### config.mk
export PLATFORM = sky130hd
export DESIGN_NAME = servo_setpoint_frame_receiver
export DESIGN_NICKNAME = d
export VERILOG_FILES = /design/src/hdl/ssfr_pkg.sv /design/src/hdl/ssfr_frame_chk.sv /design/src/hdl/servo_setpoint_frame_receiver.sv
export VERILOG_INCLUDE_DIRS = /design/src /design/src/hdl
export SDC_FILE = /design/constraint.sdc
export NUM_CORES = 1
export LEC_CHECK = 0
export ABC_AREA = 0
export BUFFER_PORTS_ARGS = -buffer_cell sky130_fd_sc_hd__buf_2
export CORE_ASPECT_RATIO = 1.75
export CORE_MARGIN = 1.5
export CORE_UTILIZATION = 55
export DETAILED_ROUTE_END_ITERATION = 10
export PLACE_DENSITY_LB_ADDON = 0.2
export SLEW_MARGIN = 20
export SYNTH_ARGS = -nofsm -noshare
export SYNTH_HDL_FRONTEND = slang
export SYNTH_SLANG_ARGS = --single-unit
### constraint.sdc
create_clock -name clk -period 17.05 [get_ports clk]
set_input_delay 0.8525 -clock clk [delete_from_list [all_inputs] [get_ports clk]]
set_output_delay 0.8525 -clock clk [all_outputs]
set_load 0.1 [all_outputs]
### src/hdl/assert_macros.svh
// Assertion macros shared by the RTL files of the setpoint frame receiver.
// No dependencies; pulled in by the files that carry assertions.
`ifndef ASSERT_MACROS_SVH
`define ASSERT_MACROS_SVH

// Clocked assertion, disabled while in reset.
`define SSFR_ASSERT(label, prop, msg) \
  label: assert property (@(posedge clk) disable iff (!rst_n) (prop)) else $error(msg);

// Clocked assertion that also holds during reset.
`define SSFR_ASSERT_ALWAYS(label, prop, msg) \
  label: assert property (@(posedge clk) (prop)) else $error(msg);

`endif

### src/hdl/ssfr_pkg.sv
// Shared constants and types of the servo setpoint frame receiver.
// No dependencies; imported by ssfr_frame_chk and the top level.
package ssfr_pkg;

  localparam int BYTE_W       = 8;
  localparam int CHAN_W       = 16;
  localparam int SUM_W        = 32;
  localparam int OUT_PWM_W    = 15;
  localparam int CFG_W        = 15;
  localparam int CFG_IDX_W    = 3;
  localparam int NUM_ZOOM     = 8;
  localparam int PAY_LEN      = 10;
  localparam int PAY_BUF_LEN  = PAY_LEN - 1;
  localparam int PAY_CNT_W    = 4;
  localparam int WIN_W        = 40;
  localparam int PWM_BITS_DEF = 15;
  localparam int PWM_MAX_W    = 16;

  localparam logic [WIN_W-1:0] MARKER = 40'h53_54_41_52_54;  // "START"

  localparam logic [PWM_MAX_W-1:0] POS_RESET = 16'd4400;

  localparam logic [PWM_MAX_W-1:0] ZOOM_RESET [NUM_ZOOM] = '{
    16'd2220, 16'd2472, 16'd2630, 16'd2855,
    16'd3253, 16'd3624, 16'd3975, 16'd4400
  };

  localparam logic OP_BYTE = 1'b0;
  localparam logic OP_TICK = 1'b1;

  typedef logic [BYTE_W-1:0] byte_t;
  typedef logic [CHAN_W-1:0] chan_t;

  typedef struct packed {
    logic sum_ok;
    logic in_table;
  } chk_t;

  typedef struct packed {
    logic [OUT_PWM_W-1:0] position;
    logic [OUT_PWM_W-1:0] setpoint;
    chan_t                chan_a;
    chan_t                chan_b;
    chan_t                chan_c;
    logic                 frame_done;
    logic                 sum_ok;
    logic                 target_taken;
  } res_t;

endpackage

### src/hdl/ssfr_frame_chk.sv
// Payload decode: splits the ten payload bytes into channels and checksum,
// checks the sum and matches channel 0 against the zoom table. Uses ssfr_pkg.
module ssfr_frame_chk #(
  parameter int PWM_BITS = ssfr_pkg::PWM_BITS_DEF
) (
  input  ssfr_pkg::byte_t       pay_bytes [ssfr_pkg::PAY_BUF_LEN],
  input  ssfr_pkg::byte_t       last_byte,
  input  logic [PWM_BITS-1:0]   zoom [ssfr_pkg::NUM_ZOOM],
  output ssfr_pkg::chan_t       chan0,
  output ssfr_pkg::chan_t       chan1,
  output ssfr_pkg::chan_t       chan2,
  output ssfr_pkg::chk_t        chk
);
  import ssfr_pkg::*;

  logic [SUM_W-1:0]    rx_sum;
  logic [CHAN_W+1:0]   chan_sum;
  logic [NUM_ZOOM-1:0] hit;

  assign chan0  = {pay_bytes[1], pay_bytes[0]};
  assign chan1  = {pay_bytes[3], pay_bytes[2]};
  assign chan2  = {pay_bytes[5], pay_bytes[4]};
  assign rx_sum = {last_byte, pay_bytes[8], pay_bytes[7], pay_bytes[6]};

  assign chan_sum = (CHAN_W+2)'(chan0) + (CHAN_W+2)'(chan1) + (CHAN_W+2)'(chan2);

  always_comb begin
    for (int i = 0; i < NUM_ZOOM; i++) begin
      hit[i] = (CHAN_W'(zoom[i]) == chan0);
    end
  end

  assign chk.sum_ok   = (rx_sum == SUM_W'(chan_sum));
  assign chk.in_table = |hit;

endmodule

### src/hdl/servo_setpoint_frame_receiver.sv
// Servo setpoint frame receiver: takes one item (serial byte or slew tick) per
// clock while in_stall is low, and returns one result per item, registered in the
// output stages. All decoding sits between the state registers and a two-deep output
// (result register plus skid stage), so the input keeps flowing while a result
// waits; in_stall rises only once both output stages are full. Zoom table
// writes via cfg_we/cfg_idx/cfg_wdata take effect at the next clock.
// Uses ssfr_pkg, ssfr_frame_chk and assert_macros.svh.
`include "assert_macros.svh"

module servo_setpoint_frame_receiver #(
  parameter int PWM_BITS = ssfr_pkg::PWM_BITS_DEF
) (
  input  logic                                 clk,
  input  logic                                 rst_n,
  input  logic                                 in_valid,
  output logic                                 in_stall,
  input  logic                                 in_op,
  input  logic [ssfr_pkg::BYTE_W-1:0]          in_rx_byte,
  output logic                                 out_valid,
  input  logic                                 out_stall,
  output logic [ssfr_pkg::OUT_PWM_W-1:0]       out_position,
  output logic [ssfr_pkg::OUT_PWM_W-1:0]       out_setpoint,
  output logic [ssfr_pkg::CHAN_W-1:0]          out_chan_a,
  output logic [ssfr_pkg::CHAN_W-1:0]          out_chan_b,
  output logic [ssfr_pkg::CHAN_W-1:0]          out_chan_c,
  output logic                                 out_frame_done,
  output logic                                 out_sum_ok,
  output logic                                 out_target_taken,
  input  logic                                 cfg_we,
  input  logic [ssfr_pkg::CFG_IDX_W-1:0]       cfg_idx,
  input  logic [ssfr_pkg::CFG_W-1:0]           cfg_wdata
);
  import ssfr_pkg::*;

  logic [PWM_BITS-1:0]  zoom_r [NUM_ZOOM];
  logic [WIN_W-1:0]     win_r, win_nxt;
  logic                 in_pay_r, in_pay_nxt;
  logic [PAY_CNT_W-1:0] cnt_r, cnt_nxt;
  byte_t                pay_r [PAY_BUF_LEN];
  chan_t                held_r [3];
  chan_t                held_nxt [3];
  logic [PWM_BITS-1:0]  target_r, target_nxt;
  logic [PWM_BITS-1:0]  pwm_r, pwm_nxt;

  logic                 out_v_r, skid_v_r;
  res_t                 out_r, skid_r, res;

  logic                 acc, byte_acc, last_pay;
  logic [WIN_W-1:0]     win_shift;
  chan_t                c0, c1, c2;
  chk_t                 chk;
  logic [PWM_MAX_W-1:0] cfg_wide;

  assign in_stall  = skid_v_r;
  assign acc       = in_valid && !in_stall;
  assign byte_acc  = acc && (in_op == OP_BYTE);
  assign last_pay  = in_pay_r && (cnt_r == PAY_CNT_W'(PAY_BUF_LEN));
  assign win_shift = {win_r[WIN_W-BYTE_W-1:0], in_rx_byte};
  assign cfg_wide  = PWM_MAX_W'(cfg_wdata);

  ssfr_frame_chk #(
    .PWM_BITS (PWM_BITS)
  ) u_chk (
    .pay_bytes (pay_r),
    .last_byte (in_rx_byte),
    .zoom      (zoom_r),
    .chan0     (c0),
    .chan1     (c1),
    .chan2     (c2),
    .chk       (chk)
  );

  always_comb begin
    win_nxt    = win_r;
    in_pay_nxt = in_pay_r;
    cnt_nxt    = cnt_r;
    held_nxt   = held_r;
    target_nxt = target_r;
    pwm_nxt    = pwm_r;
    res.frame_done   = 1'b0;
    res.sum_ok       = 1'b0;
    res.target_taken = 1'b0;
    if (in_op == OP_BYTE) begin
      if (in_pay_r) begin
        cnt_nxt = cnt_r + 1'b1;
        if (last_pay) begin
          in_pay_nxt     = 1'b0;
          cnt_nxt        = '0;
          res.frame_done = 1'b1;
          if (chk.sum_ok) begin
            res.sum_ok  = 1'b1;
            held_nxt[0] = c0;
            held_nxt[1] = c1;
            held_nxt[2] = c2;
            if (chk.in_table && (c0 != CHAN_W'(target_r))) begin
              target_nxt       = c0[PWM_BITS-1:0];
              res.target_taken = 1'b1;
            end
          end
        end
      end else begin
        win_nxt = win_shift;
        if (win_shift == MARKER) begin
          win_nxt    = '0;
          in_pay_nxt = 1'b1;
          cnt_nxt    = '0;
        end
      end
    end else begin
      if (target_r > pwm_r) begin
        pwm_nxt = pwm_r + 1'b1;
      end else if (target_r < pwm_r) begin
        pwm_nxt = pwm_r - 1'b1;
      end
    end
    res.position = OUT_PWM_W'(PWM_MAX_W'(pwm_nxt));
    res.setpoint = OUT_PWM_W'(PWM_MAX_W'(target_nxt));
    res.chan_a   = held_nxt[0];
    res.chan_b   = held_nxt[1];
    res.chan_c   = held_nxt[2];
  end

  always_ff @(posedge clk) begin
    if (!rst_n) begin
      for (int i = 0; i < NUM_ZOOM; i++) begin
        zoom_r[i] <= ZOOM_RESET[i][PWM_BITS-1:0];
      end
    end else if (cfg_we) begin
      zoom_r[cfg_idx] <= cfg_wide[PWM_BITS-1:0];
    end
  end

  always_ff @(posedge clk) begin
    if (!rst_n) begin
      win_r    <= '0;
      in_pay_r <= 1'b0;
      cnt_r    <= '0;
      held_r   <= '{default: '0};
      target_r <= POS_RESET[PWM_BITS-1:0];
      pwm_r    <= POS_RESET[PWM_BITS-1:0];
    end else if (acc) begin
      win_r    <= win_nxt;
      in_pay_r <= in_pay_nxt;
      cnt_r    <= cnt_nxt;
      held_r   <= held_nxt;
      target_r <= target_nxt;
      pwm_r    <= pwm_nxt;
    end
  end

  // payload bytes 0..8; byte 9 is used live
  for (genvar k = 0; k < PAY_BUF_LEN; k++) begin : g_pay
    always_ff @(posedge clk) begin
      if (byte_acc && in_pay_r && (cnt_r == PAY_CNT_W'(k))) begin
        pay_r[k] <= in_rx_byte;
      end
    end
  end

  // result register plus skid stage
  always_ff @(posedge clk) begin
    if (!rst_n) begin
      out_v_r  <= 1'b0;
      skid_v_r <= 1'b0;
    end else if (!out_v_r || !out_stall) begin
      out_v_r  <= skid_v_r || acc;
      skid_v_r <= 1'b0;
    end else if (acc) begin
      skid_v_r <= 1'b1;
    end
  end

  always_ff @(posedge clk) begin
    if (!out_v_r || !out_stall) begin
      if (skid_v_r) begin
        out_r <= skid_r;
      end else if (acc) begin
        out_r <= res;
      end
    end else if (acc) begin
      skid_r <= res;
    end
  end

  assign out_valid        = out_v_r;
  assign out_position     = out_r.position;
  assign out_setpoint     = out_r.setpoint;
  assign out_chan_a       = out_r.chan_a;
  assign out_chan_b       = out_r.chan_b;
  assign out_chan_c       = out_r.chan_c;
  assign out_frame_done   = out_r.frame_done;
  assign out_sum_ok       = out_r.sum_ok;
  assign out_target_taken = out_r.target_taken;

  `SSFR_ASSERT(a_skid_behind_out, !skid_v_r || out_v_r, "skid item without result item")
  `SSFR_ASSERT(a_cnt_range,
    !in_pay_r || cnt_r <= PAY_CNT_W'(PAY_BUF_LEN), "payload count overrun")
  `SSFR_ASSERT(a_frame_end,
    byte_acc && last_pay |=> !in_pay_r && cnt_r == '0, "frame not closed")
  `SSFR_ASSERT(a_taken_flags,
    out_v_r && out_r.target_taken |-> out_r.sum_ok && out_r.frame_done,
    "setpoint taken without good frame")
  `SSFR_ASSERT(a_tick_step,
    acc && in_op == OP_TICK |=> pwm_r == $past(pwm_r) ||
      pwm_r == $past(pwm_r) + 1'b1 || pwm_r == $past(pwm_r) - 1'b1,
    "position moved more than one step")

endmodule

==> flow_summary.yaml, run 1 <==
status:
  run_status: "completed"
worst_setup_path:
  arrival_ps: 7740
  worstPathRequired_ps: 17530
  start_kind: "flip-flop"
  cpPeakStageDelay_ps: 890
  path_cells: "ha_1, a21o_1, a21oi_1, o21bai_1, a31o_2, a31o_2, a311oi_1, nor2_1, xnor2_1, ha_1, o21ai_0, nand2b_1, a21boi_0, o31a_1, a211o_1, or3_1, a2111oi_4, buf_4, and2_2, buf_4, mux2i_1"
  path_class: "flip-flop to flip-flop"
  end_kind: "flip-flop"
  crit_slowest_cell: "edfxtp_1"
  cp_max_fo: 50
die:
  core_um2: 40700
  die_area_um2: 42500
  rows: 98
  die_w_um: 157
  io_pins: 115
  start_util_pct: 55.7
  die_h_um: 272
clocking:
  tritoncts: "yes"
  ctsResizeCount: 0
  cts_setup_buffers: 0
  insertion_delay_ps: 560
  holdBufCountCts: 0
  numCtsBuffers: 42
  cts_buffer_depth: 3
  clkTransAtPathRegs_ps: 70
  cts_root_buf: "clkbuf_16"
  htreeDepth: 2
  clkSinkCount: 471
cells_and_area:
  final_cell_mix: "457 x nand2_1, 237 x dfxtp_1, 234 x edfxtp_1"
  seq_area_um2: 11800
  syn_to_final_growth_pct: 9.86
  antenna_cells: 0
  final_common_cell: "nand2_1"
  fin_util_pct: 61.2
  final_area_um2: 24900
  drive_gt1_share_pct: 15.1
  num-nets-final: 2324
  multi_input_area_um2: 10200
  fillers: 3400
timing:
  fin_crit_sh_pct: 42.6
  relSlewSlack_pct: 20.1
  finalSetupViolations: 0
  tightest_slew_ps: 1190
  fin_crit_ps: 7260
  fin_tns_setup_ps: 0
  fmax_ghz: 0.138
  holdWs_ps: 456
  finClkSkew_ps: 16.6
  hold_viol_final: 0
  maxSlewViolCount: 0
  rsz0062_at_grt: "no"
synth:
  ys_seq_area_share_pct: 51.9
  synth_fp_nets: 2281
  yosys_warnings: 0
  synth_area_um2: 22700
  yosysTopAreaCell: "edfxtp_1"
  ys_ff_latch: 471
  synth_edf_count: 234
  synthCells: 2194
  synth_area_leaders: "edfxtp_1 31%, dfxtp_1 21%, nand2_1 7.6%, xor2_1 5.4%, mux2_2 5.1%"
  ys_types: 77
  ys_async_sr_fraction_pct: 0
  synthFlopType: "dfxtp_1"
  yosysTopAreaCellShare_pct: 31.0
  avgSynthCellArea_um2: 10.3
place:
  place_hpwl_mm: 42.4
  io_buffers: 114
  finalWeightedCongestion: 0.931
  place_area_um2: 23500
route:
  drt.antenna.violating_nets: 0
  via_per_inst: 5.89
  dr.pass1.iters: 6
  topRoutingLayerUsed: "met4"
  first_iter_violations: 1064
  wl_met2_mm: 32.0
  wl_met1_mm: 23.2
  avgRoutedWirePerCell_um: 21.7
  via_count: 16618
  wl_mm: 61.1
  route.met3.wl_mm: 2.48
  drc: 0
grt:
  antenna_found_initial: 0
  grt_first_pass_wirelength_mm: 94.3
  grt_pass1_vias: 16572
  grt_max_degree: 107
  overflow: 0
  grtUsageTotal_pct: 29.0
power_and_ir_drop:
  p_per_area_nw_per_um2: 114
  p_leak_uw: 0.00920
  ir_drop_uv: 100
  p_total_uw: 2850
worst_hold_path:
  hold_path_class: "flip-flop to flip-flop"
flow_run:
  maxCapViolations: 0
[cell usage after synthesis (5+ instances only)]
cell type and n:
o41ai_1 18, o21ai_0 38, dfxtp_1 237, a211oi_1 7
nor4b_1 5, a21o_1 17, nand2_1 457, nand3_1 89
buf_2 5, edfxtp_1 234, clkbuf_2 15, nor2_1 62
and3_1 10, mux2_2 102, or3_1 11, buf_1 20
nand4_1 26, and4_1 5, o21a_1 7, xor2_1 139
a2bb2oi_1 15, nand2b_1 11, inv_1 30, nor3_1 25
mux2_4 9, clkbuf_1 90, o211ai_1 13, o41a_1 16
nor2b_1 11, nor4_1 41, mux2i_1 67, and2_1 13
or4_1 5, xnor2_1 56, ha_1 53, buf_4 5
nand4b_1 5, o21ai_1 8, a21oi_1 145
[cell families after synthesis]
family                   after synthesis  share of synthesized area [%]
adder cells (fa/ha/maj)               55                           3.10
buffers and inverters                173                           3.33
multiplexers                         178                           8.62
AND/OR/NAND/NOR                      796                           16.0
XOR/XNOR                             197                           7.70
AO/OA/AOI/OAI                        324                           9.36
flip-flops                           471                           51.9
[where the power goes]
group	internal [µW]	total, µW	leakage, µW	switching [µW]
logic	156	604	0.00455	448
registers	1250	1270	0.00399	26.5
clock network	530	966	0.000664	436
[critical path, delay by kind of cell, from the launching register on]
family          cells  cell delay, ps
flops               1             890
xor+xnor            1             230
fa+ha+maj           2             670
simple gates        4            1410
compound gates     11            2510
buf+inv             2            1120
mux                 1             240
[layout make-up]
type                    count  area share [%]
multi-input cells        1550            40.9
flip-flops and latches    471            47.2
inverters                  32           0.492
well taps                 550            2.76
clock inverters            29            1.13
clock buffers              49            4.41
repair buffers            140            3.08
[state kept, by name, indices dropped and copies added, names as in the netlist]
register,count
out_chan_a,16
pwm_r,15
out_frame_done,1
zoom_r,120
in_pay_r,1
skid_r,81
held_r,48
pay_r,72
in_stall,1
out_setpoint,15
win_r,32
out_chan_c,16
target_r,15
out_valid,1
out_target_taken,1
cnt_r,4
out_chan_b,16
out_sum_ok,1
out_position,15
[routing by layer]
| layer | vias to the layer above | track usage (%) |
|---|---|---|
| li1 | 7859 | - |
| met1 | 8127 | 32.9 |
| met2 | 465 | 52.6 |
| met3 | 167 | 3.26 |
| met4 | 0 | 15.4 |
| met5 | - | 0 |
[path summary, 6_finish.rpt]
path / startpoint / cells after the start / slack [ps] / to
setup / recovery: pay_r[65] / 21 / 9790 / held_r[8]
hold / removal: win_r[26] / 2 / 460 / win_r[26]
setup reg to reg: pay_r[65] / 21 / 9790 / held_r[8]
hold reg to reg: win_r[26] / 2 / 460 / win_r[26]
[per-stage QoR]
stage          cells  setup WS, ps
2_1_floorplan   2194         11220
3_3_place_gp    2743          9920
3_5_place_dp    2743          9840
4_1_cts         2821          9810
5_1_grt         2821          9260
6_report        2821          9790
Power figures use the tool's default switching activity.
==> run 2, diff against run 1 <==
==> constraint.sdc (replaced) <==
create_clock -name clk -period 6.1 [get_ports clk]
set_input_delay 0.305 -clock clk [delete_from_list [all_inputs] [get_ports clk]]
set_output_delay 0.305 -clock clk [all_outputs]
set_load 0.1 [all_outputs]
==> flow_summary.yaml, run 2 (synthesis gave the netlist of run 1 again) <==
status:
  run_status: "completed"
worst_setup_path:
  cpPeakStageDelay_ps: 440
  crit_slowest_cell: "nor4_2"
  r2r_start: "pay_r[49]"
  start_kind: "flip-flop"
  end_kind: "flip-flop"
  path_class: "flip-flop to flip-flop"
  cp_max_fo: 50
  path_cells: "ha_1, a21o_1, a21oi_1, o21bai_1, a31o_2, a31o_2, a311oi_1, xnor2_1, ha_1, nand4_1, nor4_2, nor3_2, a211o_1, or3_1, a2111oi_4, buf_12, mux2_2, mux2_2"
  r2r_slack_ps: 400
  crit_start: "pay_r[49]"
  cp_top_family: "compound AO/OA/AOI/OAI gates"
  worstPathRequired_ps: 6420
  arrival_ps: 6020
  cp_num_buf_inv: 1
grt:
  grtUsageTotal_pct: 29.6
  grt_max_degree: 108
  grt_pass1_vias: 16653
  antenna_found_initial: 1
  grt_first_pass_wirelength_mm: 95.2
  overflow: 0
die:
  die_w_um: 157
  die_area_um2: 42500
  start_util_pct: 55.7
  rows: 98
  core_um2: 40700
  die_h_um: 272
  io_pins: 115
timing:
  holdWs_ps: 106
  finClkSkew_ps: 13.6
  relSlewSlack_pct: 25.8
  maxSlewViolCount: 0
  layout_setup_ws_ps: 399
  fin_crit_ps: 5700
  rsz0062_at_grt: "no"
  finalSetupViolations: 0
  hold_viol_final: 0
  fin_tns_setup_ps: 0
  fin_crit_sh_pct: 93.5
  fmax_ghz: 0.175
  tightest_slew_ps: 1110
route:
  via_count: 16759
  avgRoutedWirePerCell_um: 22.0
  dr.pass1.iters: 6
  via_per_inst: 5.91
  drc: 0
  drt.antenna.violating_nets: 0
  first_iter_violations: 1033
  wl_mm: 62.4
power_and_ir_drop:
  seqPwrFrac_pct: 43.9
  ir_drop_uv: 289
  comb_power_share_pct: 20.5
  power.clock.fraction_pct: 35.6
  power_switching_uw: 2570
  p_int_uw: 5570
  p_per_area_nw_per_um2: 323
  swShare_pct: 31.6
  p_leak_uw: 0.00933
clocking:
  holdBufCountCts: 0
  cts_root_buf: "clkbuf_16"
  htreeDepth: 2
  cts_setup_buffers: 0
  cts_buffer_depth: 3
  tritoncts: "yes"
  ctsResizeCount: 0
  clkTransAtPathRegs_ps: 70
  clkSinkCount: 471
  numCtsBuffers: 44
  insertion_delay_ps: 580
place:
  place_hpwl_mm: 42.5
  place_area_um2: 23700
  finalWeightedCongestion: 0.954
  io_buffers: 114
  post-place-ws_ps: 287
worst_hold_path:
  hp-start: "in_valid"
  hold_path_class: "input port to flip-flop"
cells_and_area:
  largest_reg_flops: 120
  reg.largest.list: "zoom_r x120, skid_r x81, pay_r x72"
  final_common_cell: "nand2_1"
  largest-register: "zoom_r"
  syn_to_final_growth_pct: 10.9
  drive_gt1_share_pct: 15.4
  final_cell_mix: "457 x nand2_1, 237 x dfxtp_1, 234 x edfxtp_1"
  num-nets-final: 2336
  final_area_um2: 25200
  fillers: 3429
flow_run:
  maxCapViolations: 0
## run 2: worst reg2reg max path, delay by kind of cell (launching register included)
| family | cells | cell delay (ps) |
|---|---|---|
| AO/OA/AOI/OAI | 8 | 2010 |
| AND/OR/NAND/NOR | 4 | 1120 |
| adder cells (fa/ha/maj) | 2 | 710 |
| multiplexers | 2 | 710 |
| flip-flops | 1 | 430 |
| buffers and inverters | 1 | 330 |
| XOR/XNOR | 1 | 130 |
## run 2: power groups by stage
stage / logic (µW) / registers (µW) / clock network [µW]
floorplan: 855 / 4010 / 0
global placement: 1620 / 3640 / 0
detailed placement: 1630 / 3640 / 0
CTS: 1630 / 3570 / 2940
global route: 1750 / 3580 / 3040
finish: 1660 / 3570 / 2890
## run 2: stage by stage
step	power (µW)	util, %	instances
floorplan	4860	-	2194
global placement	5250	58.1	2752
detailed placement	5270	58.1	2752
global route	8380	61.8	2836
finish	8130	61.8	2836
CTS	8140	61.8	2834
## run 2: layout make-up
| class | count | area [µm²] | share of cell area, % |
|---|---|---|---|
| sequential | 471 | 11800 | 46.8 |
| multi-input combinational | 1550 | 10200 | 40.5 |
| clock buffer | 56 | 1180 | 4.67 |
| timing repair buffer | 150 | 881 | 3.50 |
| tap | 550 | 688 | 2.73 |
| clock inverter | 26 | 320 | 1.27 |
| inverter | 32 | 123 | 0.487 |
| antenna | 1 | 2.50 | 0.00994 |
## run 2: layer usage
metal  global-route usage, %  routed length [µm]  up-vias
met5                       0                   0        -
met4                    15.7                3620        0
met3                    3.56                3090      178
met2                    54.3               32600      564
met1                    33.1               23000     8122
li1                        -                   -     7895
## run 2: final timing paths
path | end | cells after the start
hold reg to reg | win_r[28] | 2
setup reg to reg | out_chan_b[0] | 18
hold / removal | in_stall | 3
setup / recovery | out_chan_b[0] | 18
==> run 3, diff against run 2 <==
--- a/config.mk
+++ b/config.mk
@@ -12,7 +12,7 @@
 export CORE_MARGIN = 1.5
 export CORE_UTILIZATION = 55
 export DETAILED_ROUTE_END_ITERATION = 10
-export PLACE_DENSITY_LB_ADDON = 0.2
+export PLACE_DENSITY = 0.84
 export SLEW_MARGIN = 20
 export SYNTH_ARGS = -nofsm -noshare
 export SYNTH_HDL_FRONTEND = slang
==> flow_summary.yaml, run 3 (synthesis gave the netlist of run 1 again) <==
worst_setup_path:
  worstPathRequired_ps: 6410
  start_kind: "flip-flop"
  end_kind: "flip-flop"
  cpPeakStageDelay_ps: 530
  path_class: "flip-flop to flip-flop"
  cp_max_fo: 50
  path_cells: "ha_1, a21o_1, a21oi_1, o21bai_1, a31o_2, a31o_2, a311oi_1, xnor2_1, ha_1, nand4_1, nor4_1, nor3_2, a211o_1, or3_1, a2111oi_4, buf_12, mux2_2, mux2_2"
  arrival_ps: 6120
  crit_slowest_cell: "nor4_1"
timing:
  relSlewSlack_pct: 13.7
  fin_crit_ps: 5810
  fmax_ghz: 0.172
  hold_viol_final: 0
  fin_tns_setup_ps: 0
  finClkSkew_ps: 29.7
  holdWs_ps: 111
  rsz0062_at_grt: "no"
  tightest_slew_ps: 1280
  fin_crit_sh_pct: 95.3
  finalSetupViolations: 0
  maxSlewViolCount: 0
clocking:
  htreeDepth: 2
  holdBufCountCts: 0
  clkTransAtPathRegs_ps: 70
  tritoncts: "yes"
  cts_root_buf: "clkbuf_16"
  clkSinkCount: 471
  cts_buffer_depth: 3
  numCtsBuffers: 43
  insertion_delay_ps: 580
  cts_setup_buffers: 0
cells_and_area:
  largest-register: "zoom_r"
  drive_gt1_share_pct: 15.5
  reg.largest.list: "zoom_r x120, skid_r x81, pay_r x72"
  syn_to_final_growth_pct: 10.8
  num-nets-final: 2334
  final_common_cell: "nand2_1"
  final_cell_mix: "457 x nand2_1, 237 x dfxtp_1, 234 x edfxtp_1"
  antenna_cells: 0
  largest_reg_flops: 120
  final_area_um2: 25100
  instances_no_fill: 2832
power_and_ir_drop:
  p_leak_uw: 0.00932
  ir_drop_uv: 234
  p_per_area_nw_per_um2: 319
die:
  die_area_um2: 42500
  start_util_pct: 55.7
  core_um2: 40700
  die_w_um: 157
  io_pins: 115
  rows: 98
  die_h_um: 272
grt:
  grt_first_pass_wirelength_mm: 95.4
  grt_pass1_vias: 17097
  grtUsageTotal_pct: 29.2
  overflow: 0
  antenna_found_initial: 0
  grt_max_degree: 109
route:
  via_count: 17256
  dr.pass1.iters: 6
  first_iter_violations: 1367
  avgRoutedWirePerCell_um: 21.9
  drc: 0
  wl_mm: 62.0
  drt.antenna.violating_nets: 0
  via_per_inst: 6.09
place:
  io_buffers: 114
  dpl.cell_count: 2751
  place_area_um2: 23600
  place_hpwl_mm: 41.9
  finalWeightedCongestion: 0.974
flow_run:
  maxCapViolations: 0
status:
  run_status: "completed"
worst_hold_path:
  hold_path_class: "input port to flip-flop"
==> run 3: changes by cell type in the layout (fill, tap and decap cells not counted), moves of 2 or more <==
cell,before,now
bufinv_16,6,3
clkbuf_16,44,48
clkinv_1,8,5
clkinv_2,6,10
nor4_1,39,41
nor4_2,3,0
==> run 3: worst paths after layout <==
path / from / cells past startpoint / slack, ps / endpoint
worst max-delay path: pay_r[65] / 18 / 290 / out_chan_a[9]
worst min-delay path: cfg_wdata[9] / 3 / 110 / zoom_r[114]
worst max register to register: pay_r[65] / 18 / 290 / out_chan_a[9]
worst min register to register: win_r[31] / 2 / 460 / win_r[31]
==> run 3: layout make-up <==
class / instances / area [µm²]
Clock buffer: 59 / 1260
Clock inverter: 21 / 199
Fill cell: 3253 / 15600
Inverter: 32 / 123
Multi-Input combinational cell: 1550 / 10200
Sequential cell: 471 / 11800
Tap cell: 550 / 688
Timing Repair Buffer: 149 / 865
==> run 3: power by group <==
part | switching, µW | internal (µW) | total, µW
combinational | 1200 | 437 | 1640
clock | 1210 | 1590 | 2800
sequential | 84.6 | 3490 | 3570
total | 2500 | 5520 | 8010
==> run 3: repair_timing <==
item	CTS	global route
setup endpoints to repair	0	44
hold endpoints to repair	0	0
resized for setup	0	3
==> run 3: critical path: cells and delay by family (launching register included) <==
family / cells / cell delay (ps)
AOI/OAI and AO/OA: 8 / 2030
xor gates and xnor gates: 1 / 120
adders and majority gates: 2 / 720
buffers and inverters: 1 / 340
DFF: 1 / 430
muxes: 2 / 680
and+or+nand+nor: 4 / 1200
==> run 3: routing by layer <==
layer  GRT usage (%)  vias to the layer above  share of wire [%]
met2            51.0                      859                 50
met1            32.6                     8253                 35
met4            19.7                        0                7.6
met3            4.34                      260                7.2
met5               0                        -                  0
li1                -                     7884                  -
==> run 3: metrics by stage <==
step | total power, µW | setup slack (ps) | utilization, %
finish | 8010 | 286 | 61.7
global route | 8270 | 14.3 | 61.7
CTS | 8010 | 236 | 61.6
detailed placement | 5240 | 259 | 58.0
global placement | 5220 | 351 | 58.0
floorplan | 4860 | 275 | -
